===== config.mk =====
export PLATFORM = sky130hd
export DESIGN_NAME = h264_sps_size_parser_top
export DESIGN_NICKNAME = d
export VERILOG_FILES = /design/src/design/sps_pkg.sv /design/src/design/h264_sps_size_parser_top.sv /design/src/design/sps_bit_unit.sv
export VERILOG_INCLUDE_DIRS = /design/src /design/src/design
export SDC_FILE = /design/constraint.sdc
export NUM_CORES = 1
export LEC_CHECK = 0
export ABC_AREA = 0
export BUFFER_PORTS_ARGS = -buffer_cell sky130_fd_sc_hd__clkbuf_2
export CELL_PAD_IN_SITES_DETAIL_PLACEMENT = 2
export CELL_PAD_IN_SITES_GLOBAL_PLACEMENT = 2
export CORE_MARGIN = 5
export CORE_UTILIZATION = 37
export DETAILED_ROUTE_END_ITERATION = 16
export PLACE_DENSITY = 0.86
export SLEW_MARGIN = 25
export SYNTH_ARGS = -nofsm -noshare
export SYNTH_HDL_FRONTEND = slang
export SYNTH_HIERARCHICAL = 1
export SYNTH_SLANG_ARGS = --single-unit

===== constraint.sdc =====
create_clock -name i_clk -period 6.75 [get_ports i_clk]
set_input_delay 1.0125 -clock i_clk [delete_from_list [all_inputs] [get_ports i_clk]]
set_output_delay 1.0125 -clock i_clk [all_outputs]
set_load 0.01 [all_outputs]

===== src/design/h264_sps_size_parser_top_defines.svh =====
`ifndef H264_SPS_SIZE_PARSER_TOP_DEFINES_SVH
`define H264_SPS_SIZE_PARSER_TOP_DEFINES_SVH
// Assertion helpers for the parser.
`define SPS_ASSERT_IMPL(label, clk, rst_n, ante, cons) \
    label: assert property (@(posedge clk) disable iff (!rst_n) (ante) |-> (cons)) \
        else $error("assertion failed");
`define SPS_ASSERT_NEXT(label, clk, rst_n, ante, cons) \
    label: assert property (@(posedge clk) disable iff (!rst_n) (ante) |=> (cons)) \
        else $error("assertion failed");
`endif


===== src/design/sps_pkg.sv =====
`default_nettype none
package sps_pkg;
    typedef struct packed {
        logic [7:0] data_byte;
        logic       last_byte;
    } t_in;
    typedef struct packed {
        logic [2:0]  status;
        logic [4:0]  unit_type;
        logic [15:0] width_pixels;
        logic [15:0] height_pixels;
    } t_out;

    localparam logic [4:0] ST_SEARCH = 5'd0, ST_NAL = 5'd1, ST_PROFILE = 5'd2,
        ST_CONSTR = 5'd3, ST_LEVEL = 5'd4, ST_SPSID = 5'd5, ST_CHROMA = 5'd6,
        ST_RESID = 5'd7, ST_DEPTHL = 5'd8, ST_DEPTHC = 5'd9, ST_BYPASS = 5'd10,
        ST_SCALEFLAG = 5'd11, ST_SCALELISTS = 5'd12, ST_LOG2FN = 5'd13,
        ST_POCTYPE = 5'd14, ST_POCLSB = 5'd15, ST_DELTAFLAG = 5'd16,
        ST_OFFNONREF = 5'd17, ST_OFFTB = 5'd18, ST_CYCLEN = 5'd19,
        ST_CYCLEOFF = 5'd20, ST_NUMREF = 5'd21, ST_GAPS = 5'd22,
        ST_WIDTH = 5'd23, ST_HEIGHT = 5'd24;

    localparam logic [2:0] STS_OK = 3'd0, STS_NOT_SPS = 3'd1, STS_NO_START = 3'd2,
        STS_TRUNC = 3'd3, STS_LONG = 3'd4, STS_OVERFLOW = 3'd5;

    localparam logic [4:0]  NAL_SPS = 5'd7;
    localparam logic [15:0] SCAN_RESET = 16'd300;

    function automatic logic [3:0] fixed_width(input logic [4:0] step);
        case (step)
            ST_NAL, ST_PROFILE, ST_CONSTR, ST_LEVEL, ST_SCALELISTS: fixed_width = 4'd8;
            ST_RESID, ST_BYPASS, ST_SCALEFLAG, ST_DELTAFLAG, ST_GAPS: fixed_width = 4'd1;
            default: fixed_width = 4'd0;
        endcase
    endfunction
endpackage
`default_nettype wire


===== src/design/h264_sps_size_parser_top.sv =====
`default_nettype none
// Channel  | Signals                         | Direction
// request  | i_valid, o_stall, i_req         | in
// result   | o_valid, i_stall, o_rsp         | out
// config   | i_cfg_we, i_cfg_data            | in
// A byte taken during the start code search passes through acceptance
// and output. A byte taken while parsing passes through acceptance, bit
// steps on the shared bit unit, MSB first (fewer if a result ends it),
// and output. A buffer ending with no result re-enters output to raise it.
// Reset is synchronous and active low and restores the scan limit to 300.
// A waiting result holds the block until it is taken.
module h264_sps_size_parser_top #(
    parameter int VALUE_WIDTH = 32
) (
    input  wire logic        i_clk,
    input  wire logic        i_rst_n,
    input  wire logic        i_valid,
    output logic             o_stall,
    input  wire sps_pkg::t_in i_req,
    output logic             o_valid,
    input  wire logic        i_stall,
    output sps_pkg::t_out    o_rsp,
    input  wire logic        i_cfg_we,
    input  wire logic [15:0] i_cfg_data
);
    `include "h264_sps_size_parser_top_defines.svh"

    typedef enum logic [2:0] {S_IDLE = 3'b001, S_BITS = 3'b010, S_OUT = 3'b100} t_fsm;

    t_fsm r_fsm, n_fsm;
    logic [15:0] r_limit;
    logic [4:0]  r_step, n_step;
    logic [1:0]  r_zero, n_zero;
    logic [15:0] r_seen, n_seen;
    logic [7:0]  r_prof, n_prof;
    logic [VALUE_WIDTH-1:0] r_cyc, n_cyc, r_wmbs, n_wmbs;
    logic        r_fin, n_fin;
    logic [7:0]  r_byte;
    logic        r_last;
    logic [2:0]  r_bit, n_bit;
    sps_pkg::t_out r_rsp, n_rsp;
    logic        r_have, n_have;

    logic        bu_start, bu_en, bu_done, bu_long;
    logic [3:0]  bu_width;
    logic [VALUE_WIDTH-1:0] bu_value;
    logic [VALUE_WIDTH:0] w_pix, h_pix;

    sps_bit_unit #(.VALUE_WIDTH(VALUE_WIDTH)) u_bits (
        .i_clk(i_clk), .i_rst_n(i_rst_n), .i_start(bu_start), .i_width(bu_width),
        .i_bit(r_byte[r_bit]), .i_en(bu_en), .o_done(bu_done), .o_long(bu_long),
        .o_value(bu_value)
    );

    assign o_stall = (r_fsm != S_IDLE);
    assign o_valid = (r_fsm == S_OUT) && r_have;
    assign o_rsp   = r_rsp;
    assign w_pix = {1'b0, r_wmbs} + (VALUE_WIDTH+1)'(1);
    assign h_pix = {1'b0, bu_value} + (VALUE_WIDTH+1)'(1);

    always_comb begin
        n_fsm = r_fsm; n_step = r_step; n_zero = r_zero; n_seen = r_seen;
        n_prof = r_prof; n_cyc = r_cyc; n_wmbs = r_wmbs; n_fin = r_fin;
        n_bit = r_bit; n_rsp = r_rsp; n_have = r_have;
        bu_start = 1'b0; bu_width = 4'd0; bu_en = 1'b0;
        case (r_fsm)
            S_IDLE: begin
                if (i_valid) begin
                    n_have = 1'b0;
                    n_bit = 3'd7;
                    if (r_fin) begin
                        n_fsm = S_OUT;
                    end else if (r_step == sps_pkg::ST_SEARCH) begin
                        n_fsm = S_OUT;
                        if (r_seen != 16'hFFFF) n_seen = r_seen + 16'd1;
                        if (i_req.data_byte == 8'd0) begin
                            if (r_zero != 2'd3) n_zero = r_zero + 2'd1;
                        end else if (i_req.data_byte == 8'd1 && r_zero == 2'd3) begin
                            n_zero = 2'd0;
                            n_step = sps_pkg::ST_NAL;
                            bu_start = 1'b1;
                            bu_width = sps_pkg::fixed_width(sps_pkg::ST_NAL);
                        end else begin
                            n_zero = 2'd0;
                        end
                        if (n_step == sps_pkg::ST_SEARCH && n_seen >= r_limit) begin
                            n_rsp = '{sps_pkg::STS_NO_START, 5'd0, 16'd0, 16'd0};
                            n_have = 1'b1; n_fin = 1'b1;
                        end
                    end else begin
                        n_fsm = S_BITS;
                    end
                end
            end
            S_BITS: begin
                bu_en = 1'b1;
                if (r_bit == 3'd0) n_fsm = S_OUT;
                n_bit = r_bit - 3'd1;
                if (bu_long) begin
                    n_rsp = '{sps_pkg::STS_LONG, sps_pkg::NAL_SPS, 16'd0, 16'd0};
                    n_have = 1'b1; n_fin = 1'b1; n_fsm = S_OUT;
                end else if (bu_done) begin
                    bu_start = 1'b1;
                    case (r_step)
                        sps_pkg::ST_NAL:
                            if (bu_value[4:0] != sps_pkg::NAL_SPS) begin
                                n_rsp = '{sps_pkg::STS_NOT_SPS, bu_value[4:0], 16'd0, 16'd0};
                                n_have = 1'b1; n_fin = 1'b1; n_fsm = S_OUT;
                            end else n_step = sps_pkg::ST_PROFILE;
                        sps_pkg::ST_PROFILE: begin
                            n_prof = bu_value[7:0]; n_step = sps_pkg::ST_CONSTR;
                        end
                        sps_pkg::ST_CONSTR: n_step = sps_pkg::ST_LEVEL;
                        sps_pkg::ST_LEVEL: n_step = sps_pkg::ST_SPSID;
                        sps_pkg::ST_SPSID:
                            n_step = (r_prof == 8'd100 || r_prof == 8'd110 ||
                                      r_prof == 8'd122 || r_prof == 8'd144)
                                     ? sps_pkg::ST_CHROMA : sps_pkg::ST_LOG2FN;
                        sps_pkg::ST_CHROMA:
                            n_step = (bu_value == VALUE_WIDTH'(3))
                                     ? sps_pkg::ST_RESID : sps_pkg::ST_DEPTHL;
                        sps_pkg::ST_RESID: n_step = sps_pkg::ST_DEPTHL;
                        sps_pkg::ST_DEPTHL: n_step = sps_pkg::ST_DEPTHC;
                        sps_pkg::ST_DEPTHC: n_step = sps_pkg::ST_BYPASS;
                        sps_pkg::ST_BYPASS: n_step = sps_pkg::ST_SCALEFLAG;
                        sps_pkg::ST_SCALEFLAG:
                            n_step = (bu_value != '0) ? sps_pkg::ST_SCALELISTS
                                                      : sps_pkg::ST_LOG2FN;
                        sps_pkg::ST_SCALELISTS: n_step = sps_pkg::ST_LOG2FN;
                        sps_pkg::ST_LOG2FN: n_step = sps_pkg::ST_POCTYPE;
                        sps_pkg::ST_POCTYPE:
                            n_step = (bu_value == '0) ? sps_pkg::ST_POCLSB :
                                     (bu_value == VALUE_WIDTH'(1)) ? sps_pkg::ST_DELTAFLAG
                                                                   : sps_pkg::ST_NUMREF;
                        sps_pkg::ST_POCLSB: n_step = sps_pkg::ST_NUMREF;
                        sps_pkg::ST_DELTAFLAG: n_step = sps_pkg::ST_OFFNONREF;
                        sps_pkg::ST_OFFNONREF: n_step = sps_pkg::ST_OFFTB;
                        sps_pkg::ST_OFFTB: n_step = sps_pkg::ST_CYCLEN;
                        sps_pkg::ST_CYCLEN: begin
                            n_cyc = bu_value;
                            n_step = (bu_value == '0) ? sps_pkg::ST_NUMREF
                                                      : sps_pkg::ST_CYCLEOFF;
                        end
                        sps_pkg::ST_CYCLEOFF: begin
                            n_cyc = r_cyc - VALUE_WIDTH'(1);
                            n_step = (n_cyc == '0) ? sps_pkg::ST_NUMREF
                                                   : sps_pkg::ST_CYCLEOFF;
                        end
                        sps_pkg::ST_NUMREF: n_step = sps_pkg::ST_GAPS;
                        sps_pkg::ST_GAPS: n_step = sps_pkg::ST_WIDTH;
                        sps_pkg::ST_WIDTH: begin
                            n_wmbs = bu_value; n_step = sps_pkg::ST_HEIGHT;
                        end
                        sps_pkg::ST_HEIGHT: begin
                            n_have = 1'b1; n_fin = 1'b1; n_fsm = S_OUT;
                            if (w_pix[VALUE_WIDTH:12] != '0 || h_pix[VALUE_WIDTH:12] != '0)
                                n_rsp = '{sps_pkg::STS_OVERFLOW, sps_pkg::NAL_SPS,
                                          16'd0, 16'd0};
                            else
                                n_rsp = '{sps_pkg::STS_OK, sps_pkg::NAL_SPS,
                                          {w_pix[11:0], 4'd0}, {h_pix[11:0], 4'd0}};
                        end
                        default: n_step = r_step;
                    endcase
                    bu_width = sps_pkg::fixed_width(n_step);
                end
            end
            S_OUT: begin
                if (!r_have || !i_stall) begin
                    n_fsm = S_IDLE;
                    n_have = 1'b0;
                    if (r_last) begin
                        if (!r_fin && !r_have) begin
                            n_have = 1'b1; n_fsm = S_OUT;
                            if (r_step == sps_pkg::ST_SEARCH)
                                n_rsp = '{sps_pkg::STS_NO_START, 5'd0, 16'd0, 16'd0};
                            else
                                n_rsp = '{sps_pkg::STS_TRUNC,
                                          (r_step > sps_pkg::ST_NAL) ? sps_pkg::NAL_SPS
                                                                     : 5'd0,
                                          16'd0, 16'd0};
                        end
                        n_fin = 1'b0; n_step = sps_pkg::ST_SEARCH; n_zero = 2'd0;
                        n_seen = 16'd0; n_prof = 8'd0; n_cyc = '0; n_wmbs = '0;
                        if (!r_fin && !r_have) n_fin = 1'b1;
                        if (!(!r_fin && !r_have)) begin
                            n_fin = 1'b0;
                        end
                    end
                end
            end
            default: n_fsm = S_IDLE;
        endcase
    end

    always_ff @(posedge i_clk) begin
        if (!i_rst_n) begin
            r_fsm <= S_IDLE; r_limit <= sps_pkg::SCAN_RESET; r_step <= sps_pkg::ST_SEARCH;
            r_zero <= '0; r_seen <= '0; r_prof <= '0; r_cyc <= '0; r_wmbs <= '0;
            r_fin <= 1'b0; r_have <= 1'b0; r_bit <= '0; r_last <= 1'b0;
        end else begin
            if (i_cfg_we) r_limit <= (i_cfg_data == 16'd0) ? 16'd1 : i_cfg_data;
            r_fsm <= n_fsm; r_step <= n_step; r_zero <= n_zero; r_seen <= n_seen;
            r_prof <= n_prof; r_cyc <= n_cyc; r_wmbs <= n_wmbs; r_have <= n_have;
            r_bit <= n_bit; r_fin <= n_fin;
            if (i_valid && !o_stall) begin
                r_byte <= i_req.data_byte; r_last <= i_req.last_byte;
            end
        end
    end

    always_ff @(posedge i_clk) begin
        r_rsp <= n_rsp;
    end

    `SPS_ASSERT_IMPL(a_valid_in_out, i_clk, i_rst_n, o_valid, r_fsm == S_OUT)
    `SPS_ASSERT_IMPL(a_no_accept_busy, i_clk, i_rst_n, r_fsm != S_IDLE, o_stall)
    `SPS_ASSERT_NEXT(a_hold, i_clk, i_rst_n, o_valid && i_stall, o_valid && $stable(o_rsp))
endmodule
`default_nettype wire


===== src/design/sps_bit_unit.sv =====
`default_nettype none
// Consumes one bitstream bit per cycle while enabled and tracks fixed and Exp-Golomb fields.
module sps_bit_unit #(
    parameter int VALUE_WIDTH = 32
) (
    input  wire logic                   i_clk,
    input  wire logic                   i_rst_n,
    input  wire logic                   i_start,
    input  wire logic [3:0]             i_width,
    input  wire logic                   i_bit,
    input  wire logic                   i_en,
    output logic                        o_done,
    output logic                        o_long,
    output logic [VALUE_WIDTH-1:0]      o_value
);
    localparam int LZW = $clog2(VALUE_WIDTH) + 1;
    logic [VALUE_WIDTH-1:0] r_value, n_value;
    logic [LZW-1:0]         r_lz, n_lz;
    logic [3:0]             r_left, n_left;
    logic                   r_fixed, n_fixed;

    always_comb begin
        n_value = r_value; n_lz = r_lz; n_left = r_left; n_fixed = r_fixed;
        o_done = 1'b0; o_long = 1'b0; o_value = '0;
        if (i_en) begin
            if (r_fixed) begin
                n_value = {r_value[VALUE_WIDTH-2:0], i_bit};
                n_left = (r_left != 4'd0) ? r_left - 4'd1 : r_left;
                o_done = (n_left == 4'd0);
                o_value = n_value;
            end else if (r_value == '0) begin
                if (!i_bit) begin
                    if (r_lz >= LZW'(VALUE_WIDTH - 1)) o_long = 1'b1;
                    else n_lz = r_lz + LZW'(1);
                end else begin
                    n_value = VALUE_WIDTH'(1);
                    o_done = (r_lz == '0);
                end
            end else begin
                n_value = {r_value[VALUE_WIDTH-2:0], i_bit};
                n_lz = r_lz - LZW'(1);
                o_done = (n_lz == '0);
                o_value = n_value - VALUE_WIDTH'(1);
            end
        end
        if (i_start) begin
            n_value = '0; n_lz = '0; n_left = i_width; n_fixed = (i_width != 4'd0);
        end
    end

    always_ff @(posedge i_clk) begin
        if (!i_rst_n) begin
            r_value <= '0; r_lz <= '0; r_left <= '0; r_fixed <= 1'b0;
        end else begin
            r_value <= n_value; r_lz <= n_lz; r_left <= n_left; r_fixed <= n_fixed;
        end
    end
endmodule
`default_nettype wire

==> results of run 1 <==
[what timing repair did]
action                                  in CTS  in global routing
gates resized for setup                      0                  2
hold buffers                                 0                  0
endpoints found under the setup margin       0                 25
[stage by stage]
step | setup WS (ps) | util, %
finish | 436.5 | 42.04
CTS | 309.9 | 41.99
global route | 84.12 | 42.04
detailed placement | 343.4 | 39.47
global placement | 727.5 | 39.47
floorplan | 1420 | -
[layer usage]
layer	global-route usage (%)	up-vias	part of all wire, %
met5	0	-	0
met4	6.415	0	2.2
met3	2.698	82	3.7
met2	46.06	274	51
met1	32.44	6908	43
li1	-	6225	-
[sequential cells by signal, summed over array words and instances, names as in the netlist]
name,cells
o_rsp,32
r_cyc,32
r_wmbs,32
u_bits/r_value,32
r_limit,16
r_seen,16
r_byte,8
r_prof,8
u_bits/r_lz,6
r_step,5
u_bits/r_left,4
r_bit,3
r_fsm,3
r_zero,2
r_fin,1
r_have,1
r_last,1
u_bits/r_fixed,1
[cell families after synthesis]
group	Yosys count	share of synthesized area [%]
xor gates and xnor gates	67	4.414
AOI/OAI and AO/OA	428	20.94
adders and majority gates	33	3.106
buffers and inverters	181	5.797
other	1	0.02821
muxes	37	3.011
DFF	203	33.58
and+or+nand+nor	755	29.13
[path summary, 6_finish.rpt]
path,startpoint,end,slack [ps],depth (start not counted)
setup / recovery,r_bit[0]$_SDFFE_PN0P_,u_bits/r_fixed$_SDFFE_PN0P_,440,21
hold / removal,r_zero[1]$_SDFFE_PN0P_,r_zero[1]$_SDFFE_PN0P_,480,2
setup reg to reg,r_bit[0]$_SDFFE_PN0P_,u_bits/r_fixed$_SDFFE_PN0P_,440,21
hold reg to reg,r_zero[1]$_SDFFE_PN0P_,r_zero[1]$_SDFFE_PN0P_,480,2
[layout by cell type, fill, tap and decap left out, types with 40 or more instances in the layout]
cell type	Yosys	routed
buf_4	12	42
edfxtp_1	40	40
nor2_1	169	168
clkbuf_2	1	63
inv_1	49	49
nor3_1	46	46
nand3_1	97	97
nand2_1	194	193
o21ai_0	90	89
dfxtp_1	163	163
a21oi_1	134	131
[cell type report]
class	instances	area share (%)
Inverter	50	1.266
Tap cell	461	3.866
Sequential cell	203	29.93
Timing Repair Buffer	105	4.227
Multi-Input combinational cell	1331	54.72
Clock buffer	32	4.856
Clock inverter	15	1.141
[cells in the mapped netlist (39+ instances only)]
library cell	number	area, um2
nor2_1	169	634.4
xnor2_1	39	341.6
o21ai_0	90	450.4
dfxtp_1	163	3263
nor4_1	39	244.0
nand2_1	194	728.2
edfxtp_1	40	1201
nor3_1	46	230.2
inv_1	49	183.9
nand3_1	97	485.5
a21oi_1	134	670.6
clkbuf_1	96	360.4
[worst max-delay path: cells and delay by family (launching register included)]
family	cells	cell delay, ps
buf+inv	2	130
mux	3	1050
flops	1	410
compound gates	5	1020
simple gates	10	3350
fa+ha+maj	1	280
[report_power, final]
part           switching [mW]  internal (mW)  total [mW]
clock network           0.582          0.876        1.46
logic                   0.184         0.0844       0.269
registers              0.0230           1.28        1.30
==> results.toml, run 1 <==
[status]
status = "finished, final reports clean"

[worst_setup_path]
cp_cell_sequence = "mux4_2 > mux2_2 > nor3_1 > nand3_1 > or3_1 > a21oi_1 > o21ai_1 > nor4_1 > nand4_1 > or3_1 > nor3_1 > nor2_1 > a21oi_1 > inv_1 > and2_1 > ha_1 > inv_1 > mux2i_1 > o31ai_1 > or4_1 > o211a_1"
end_kind = "flop"
cpPeakStageDelay_ps = 530
crit_type = "flop to flop"
critPathMaxFanout = 8
arrival_ps = 6760
critPathSlowestCell = "mux4_2"
crit_required_ps = 7200
startpoint_type = "flop"

[clock_network]
ctsHtreeMaxLevel = 1
root_buffer = "clkbuf_16"
cts_post_setup_buffers_inserted = 0
numCtsBuffers = 26
cts_tree = "built"
cts.sinks = 203
cts.clk_slew.worst_paths_ps = 60
max-clock-path-buffers = 3
clk_latency_ps = 560

[global_routing]
grt_pass1_vias = 14450
overflow = 0
grt_pass1_wl_mm = 82.28
grt_antenna_before_repair = 0
grt_usage_pct = 25.47
grt_max_degree = 82

[layout]
seq_area_um2 = 4464
post_layout_nonfiller_instances = 2197
n_fill_cell = 4006
area_growth_pct = 12.21
fin_area_um2 = 14920
antenna_cells = 0
multiInputGateArea_um2 = 8163
nets = 1780
drive_gt1_share_pct = 12.15

[route]
dr.pass1.iters = 5
drtIter0Drc = 717
drtAntennaViolNets = 0
num_vias = 13490
drc_errors = 0
via_per_inst = 6.140
routed_wl_mm = 52.16
drt-wirelength-per-cell_um = 23.74

[synthesis]
yosys_warnings = 6
syn_area_per_cell_um2 = 7.798
synth_edf_count = 40
synth.cell_area_um2 = 13300
ys_ff_latch = 203
synth_cell_types = 95
async_reset_ff_share_pct = 0
netlist_instances = 1705
synth_flop_cell = "dfxtp_1"
ys_seq_area_share_pct = 33.58

[floorplan]
die_height_um = 199.6
placementRows = 69
die_area_um2 = 39820
start_util_pct = 37.47
fp.coreArea_um2 = 35480
die-width_um = 199.6
num_io_pins = 72

[sta]
hold_ws_ps = 480.3
min_period_ps = 6314
tns_ps = 0
setup_violations = 0
final_max_slew_viol_count = 0
post-route-period-util_pct = 93.53
slew_headroom_pct = 26.85
rsz0062_at_grt = "false"
worstMarginPinSlew_ps = 1086
skew_ps = 31.83
hold_viol = 0
timing.fmax_ghz = 0.1584

[min_path]
hold_class = "flop to flop"

[placed_design]
hpwl_mm = 36.14
port_buffers = 63
gp_congestion = 0.9028
placed_area_um2 = 14000
dp.cells = 2150

[pwr]
power_leakage_nw = 5.393
vdd_drop_max_v = 0.0001728
power_density_nw_per_um2 = 202.8
power_mw = 3.026

[job]
cap_viol_max_count = 0
No activity file was read; power rests on OpenSTA's default activity.
==> run 2: changes to the inputs <==
--- a/config.mk
+++ b/config.mk
@@ -19,3 +19,2 @@
 export SYNTH_HDL_FRONTEND = slang
-export SYNTH_HIERARCHICAL = 1
 export SYNTH_SLANG_ARGS = --single-unit
==> constraint.sdc (replaced) <==
create_clock -name i_clk -period 6.75 [get_ports i_clk]
set_input_delay 0.675 -clock i_clk [delete_from_list [all_inputs] [get_ports i_clk]]
set_output_delay 0.675 -clock i_clk [all_outputs]
set_load 0.01 [all_outputs]
==> results.toml, run 2 <==
[clock_network]
numCtsBuffers = 27
max-clock-path-buffers = 3
ctsHtreeMaxLevel = 1
cts_tree = "built"
cts.sinks = 203
cts_hold_buf = 0
clk_latency_ps = 570
cts.clk_slew.worst_paths_ps = 60
root_buffer = "clkbuf_16"

[pwr]
power_mw = 3.066
power_leakage_nw = 5.410
vdd_drop_max_v = 0.0001798
power_density_nw_per_um2 = 205.0

[sta]
worstMarginPinSlew_ps = 1066
setup_violations = 0
setup_slack_ps = 271.9
post-route-period-util_pct = 95.97
timing.fmax_ghz = 0.1544
hold_viol = 0
hold_ws_ps = 294.9
skew_ps = 33.04
tns_ps = 0
final_max_slew_viol_count = 0
slew_headroom_pct = 28.37
min_period_ps = 6478

[synthesis]
synth.cell_area_um2 = 13410
synth_cell_types = 77
async_reset_ff_share_pct = 0
ys_top_cells_by_area = "dfxtp_1 24%, edfxtp_1 9.0%, nand2_1 5.8%, nor2_1 5.5%, xnor2_1 3.7%"
synth_top_area_share_pct = 24.33
synth_area_leader_cell = "dfxtp_1"
ys_ff_latch = 203
yosysMostFrequentCell = "nand2_1"
ys_seq_area_share_pct = 33.29
syn_area_per_cell_um2 = 7.788
netlist_instances = 1722
yosys_warnings = 0
synth_commonest_cells = "206 x nand2_1, 195 x nor2_1, 163 x dfxtp_1"
synth_flop_cell = "dfxtp_1"
synth_edf_count = 40

[global_routing]
grt_use_met3_pct = 3.638
grt_pass1_wl_mm = 81.68
grt_max_degree = 111
busiest_layer = "met2"
grt_antenna_before_repair = 0
gr-usage-met2_pct = 41.88
gr-usage-met1_pct = 31.75
grt_pass1_vias = 14280
overflow = 0
grt_usage_pct = 24.63

[placed_design]
dp.cells = 2154
gp_congestion = 0.8828
port_buffers = 63
placed_area_um2 = 14060
pre_cts_ws_ps = 290.1
hpwl_mm = 36.88

[route]
routed_wl_mm = 51.47
drc_errors = 0
drtAntennaViolNets = 0
num_vias = 13280
dr.pass1.iters = 5
via_per_inst = 6.024
drtIter0Drc = 703
drt-wirelength-per-cell_um = 23.34

[worst_setup_path]
crit_required_ps = 7130
arrival_ps = 6860
startpoint_type = "flop"
crit_type = "flop to flop"
end_kind = "flop"
critPathMaxFanout = 20

[floorplan]
placementRows = 69
num_io_pins = 72
die_height_um = 200.4
start_util_pct = 37.61
die_area_um2 = 40150
fp.coreArea_um2 = 35660
die-width_um = 200.4

[layout]
layout_common_cells = "206 x nand2_1, 194 x nor2_1, 163 x dfxtp_1"
seq_area_um2 = 4464
n_fill_cell = 4087
fin_area_um2 = 14960
final_common_cell = "nand2_1"
nets = 1786
area_growth_pct = 11.53
multiInputGateArea_um2 = 8304
antenna_cells = 0
post-route-util_pct = 41.95
post_layout_nonfiller_instances = 2205
drive_gt1_share_pct = 10.55

[min_path]
hold_class = "input pin to flop"

[job]
cap_viol_max_count = 0

[status]
status = "finished, final reports clean"
run 2: final cells by class:
class	instances	area share, %
clock buffers	32	4.777
well taps	461	3.856
flip-flops and latches	203	29.85
multi-input cells	1350	55.52
clock inverters	18	0.9704
inverters	45	1.129
repair buffers	96	3.898
run 2: path summary, 6_finish.rpt:
check                               start                      end  slack [ps]  cells past startpoint
hold reg to reg   r_limit[3]$_SDFFE_PN1P_  r_limit[3]$_SDFFE_PN1P_         490                      2
hold / removal                   i_req[7]      r_byte[6]$_DFFE_PP_         290                      1
setup reg to reg    r_bit[1]$_SDFFE_PN0P_      o_rsp[30]$_DFFE_PP_         270                     16
setup / recovery    r_bit[1]$_SDFFE_PN0P_      o_rsp[30]$_DFFE_PP_         270                     16
run 2: critical path, cell delays in order, from the launching register on:
cell	delay, ps
dfxtp_1	420
mux2_2	360
mux4_2	620
inv_1	130
ha_1	230
or3b_2	520
or4_1	620
nor3_4	190
o221ai_2	190
or4_4	580
or4_4	630
nor4_1	370
xor2_1	130
nor4_2	280
nand4_2	280
or3_4	540
nor2_1	210
run 2: kinds of logic after synthesis:
kind of cell	synth area share, %
adder cells (fa/ha/maj)	3.079
flip-flops	33.29
AO/OA/AOI/OAI	20.38
other	0.02796
AND/OR/NAND/NOR	29.10
buffers and inverters	5.467
multiplexers	2.911
XOR/XNOR	5.747
run 2: layer usage:
layer	vias up	wire, um
li1	6194	-
met1	6703	22620
met2	292	24530
met3	94	2307
met4	0	2014
met5	-	0
run 2: report_power, final:
group	leakage, nW	total, mW	switching [mW]	internal [mW]
Clock	0.419	1.42	0.592	0.828
Sequential	1.65	1.29	0.0224	1.27
Combinational	3.34	0.357	0.237	0.120
run 2: repair_timing:
item	4_1_cts	5_1_grt
buffers inserted	0	0
endpoints found under the setup margin	0	8
gates resized for setup	0	2
==> run 3: changes to the inputs <==
--- a/config.mk
+++ b/config.mk
@@ -13,5 +13,5 @@
 export CORE_MARGIN = 5
-export CORE_UTILIZATION = 37
+export CORE_UTILIZATION = 34
 export DETAILED_ROUTE_END_ITERATION = 16
-export PLACE_DENSITY = 0.86
+export PLACE_DENSITY = 0.84
 export SLEW_MARGIN = 25
==> constraint.sdc (replaced) <==
create_clock -name i_clk -period 5.3 [get_ports i_clk]
set_input_delay 1.06 -clock i_clk [delete_from_list [all_inputs] [get_ports i_clk]]
set_output_delay 1.06 -clock i_clk [all_outputs]
set_load 0.01 [all_outputs]
==> results.toml, run 3 (synthesized netlist as in run 2, its figures left out) <==
[status]
status = "complete, but fails checks"
violations = "setup timing"

[floorplan]
start_util_pct = 34.54
die_area_um2 = 43510
placementRows = 72
die-width_um = 208.6
fp.coreArea_um2 = 38830
num_io_pins = 72
die_height_um = 208.6

[min_path]
holdPathStages = 2
hold_class = "flop to flop"

[layout]
layout_common_cells = "206 x nand2_1, 181 x nor2_1, 162 x dfxtp_1"
antenna_cells = 0
final_common_cell = "nand2_1"
drive_gt1_share_pct = 15.79
nets = 1854
area_growth_pct = 17.93
fin_area_um2 = 15820

[sta]
setup_slack_ps = -81.64
skew_ps = 24.34
hold_viol = 0
min_period_ps = 5382
final_max_slew_viol_count = 0
post-route-period-util_pct = 101.5
worstMarginPinSlew_ps = 912.8
slew_headroom_pct = 39.08
rsz0062_at_grt = "true"
hold_ws_ps = 485.5
timing.fmax_ghz = 0.1858
setup_violations = 16

[clock_network]
ctsHtreeMaxLevel = 1
max-clock-path-buffers = 3
root_buffer = "clkbuf_16"
clk_latency_ps = 570
cts_tree = "built"
cts.sinks = 203
cts.clk_slew.worst_paths_ps = 60
numCtsBuffers = 26

[global_routing]
grt_antenna_before_repair = 1
grt_max_degree = 83
grt_pass1_vias = 14970
grt_pass1_wl_mm = 85.65
grt_usage_pct = 24.14
overflow = 0

[route]
routed_wl_mm = 55.43
via_per_inst = 5.936
drtAntennaViolNets = 0
drc_errors = 0
dr.pass1.iters = 5
num_vias = 13830
drt-wirelength-per-cell_um = 23.80
drtIter0Drc = 846

[placed_design]
gp_congestion = 0.8902
hpwl_mm = 38.83
placed_area_um2 = 14650
port_buffers = 63
pre_cts_ws_ps = -299.3

[worst_setup_path]
crit_required_ps = 5730
r2r_cells = 19
end_kind = "flop"
arrival_ps = 5810
crit_type = "flop to flop"
startpoint_type = "flop"
critPathMaxFanout = 5

[pwr]
power_density_nw_per_um2 = 254.8
power_leakage_nw = 5.824
vdd_drop_max_v = 0.0002056
power_mw = 4.030

[job]
cap_viol_max_count = 0
## run 3: path summary, 6_finish.rpt
check                          start                       to  slack, ps
max reg2reg    r_bit[1]$_SDFFE_PN0P_       o_rsp[6]$_DFFE_PP_        -80
min reg2reg  r_wmbs[31]$_SDFFE_PN0P_  r_wmbs[31]$_SDFFE_PN0P_        490
min          r_wmbs[31]$_SDFFE_PN0P_  r_wmbs[31]$_SDFFE_PN0P_        490
max            r_bit[1]$_SDFFE_PN0P_       o_rsp[6]$_DFFE_PP_        -80
## run 3: per-layer routing
| metal | wire length, um | up-vias | track usage, % | part of all wire [%] |
|---|---|---|---|---|
| li1 | - | 6342 | - | - |
| met1 | 24010 | 7067 | 30.14 | 43 |
| met2 | 27220 | 304 | 42.69 | 49 |
| met3 | 2086 | 111 | 2.999 | 3.8 |
| met4 | 2094 | 2 | 9.046 | 3.8 |
| met5 | 13 | - | 0 | 0.023 |
## run 3: through the flow
stage / util (%) / TNS [ps] / instances
CTS: 40.26 / -1056 / 2325
global placement: 37.71 / -979.6 / 2271
finish: 40.73 / -644.5 / 2329
detailed placement: 37.73 / -4677 / 2271
global route: 40.73 / -4880 / 2329
floorplan: - / -3108 / 1729
## run 3: timing repair
action	CTS	global route
hold buffers	0	0
setup buffers	4	4
setup endpoints to repair	21	38
resized for setup	14	31
pin swaps	3	12
gates cloned	2	0
## run 3: cell type report
type / instances / area (um2)
Clock buffer: 40 / 775.7
Clock inverter: 8 / 105.1
Fill cell: 4400 / 23010
Inverter: 45 / 171.4
Multi-Input combinational cell: 1352 / 8554
Sequential cell: 203 / 4468
Tap cell: 518 / 648.1
Timing Repair Buffer: 163 / 1092
## run 3: worst max-delay path, stage by stage, from the launching register on
cell and delay (ps):
dfxtp_4 390, mux2_4 310, mux4_2 510, inv_4 90, ha_4 120, or3b_4 370, or4_4 450, buf_6 140
nor3_4 110, o221ai_2 130, or4_4 520, nor4_2 290, buf_4 200, nand3_1 100, xnor2_1 170, nor4_2 380
nand4_2 180, buf_6 170, or3_4 460, nor2_2 130
## run 3: power breakdown
group	internal (mW)	switching, mW	leakage [nW]
logic	0.191	0.332	3.74
registers	1.61	0.0323	1.65
clock network	1.11	0.755	0.433
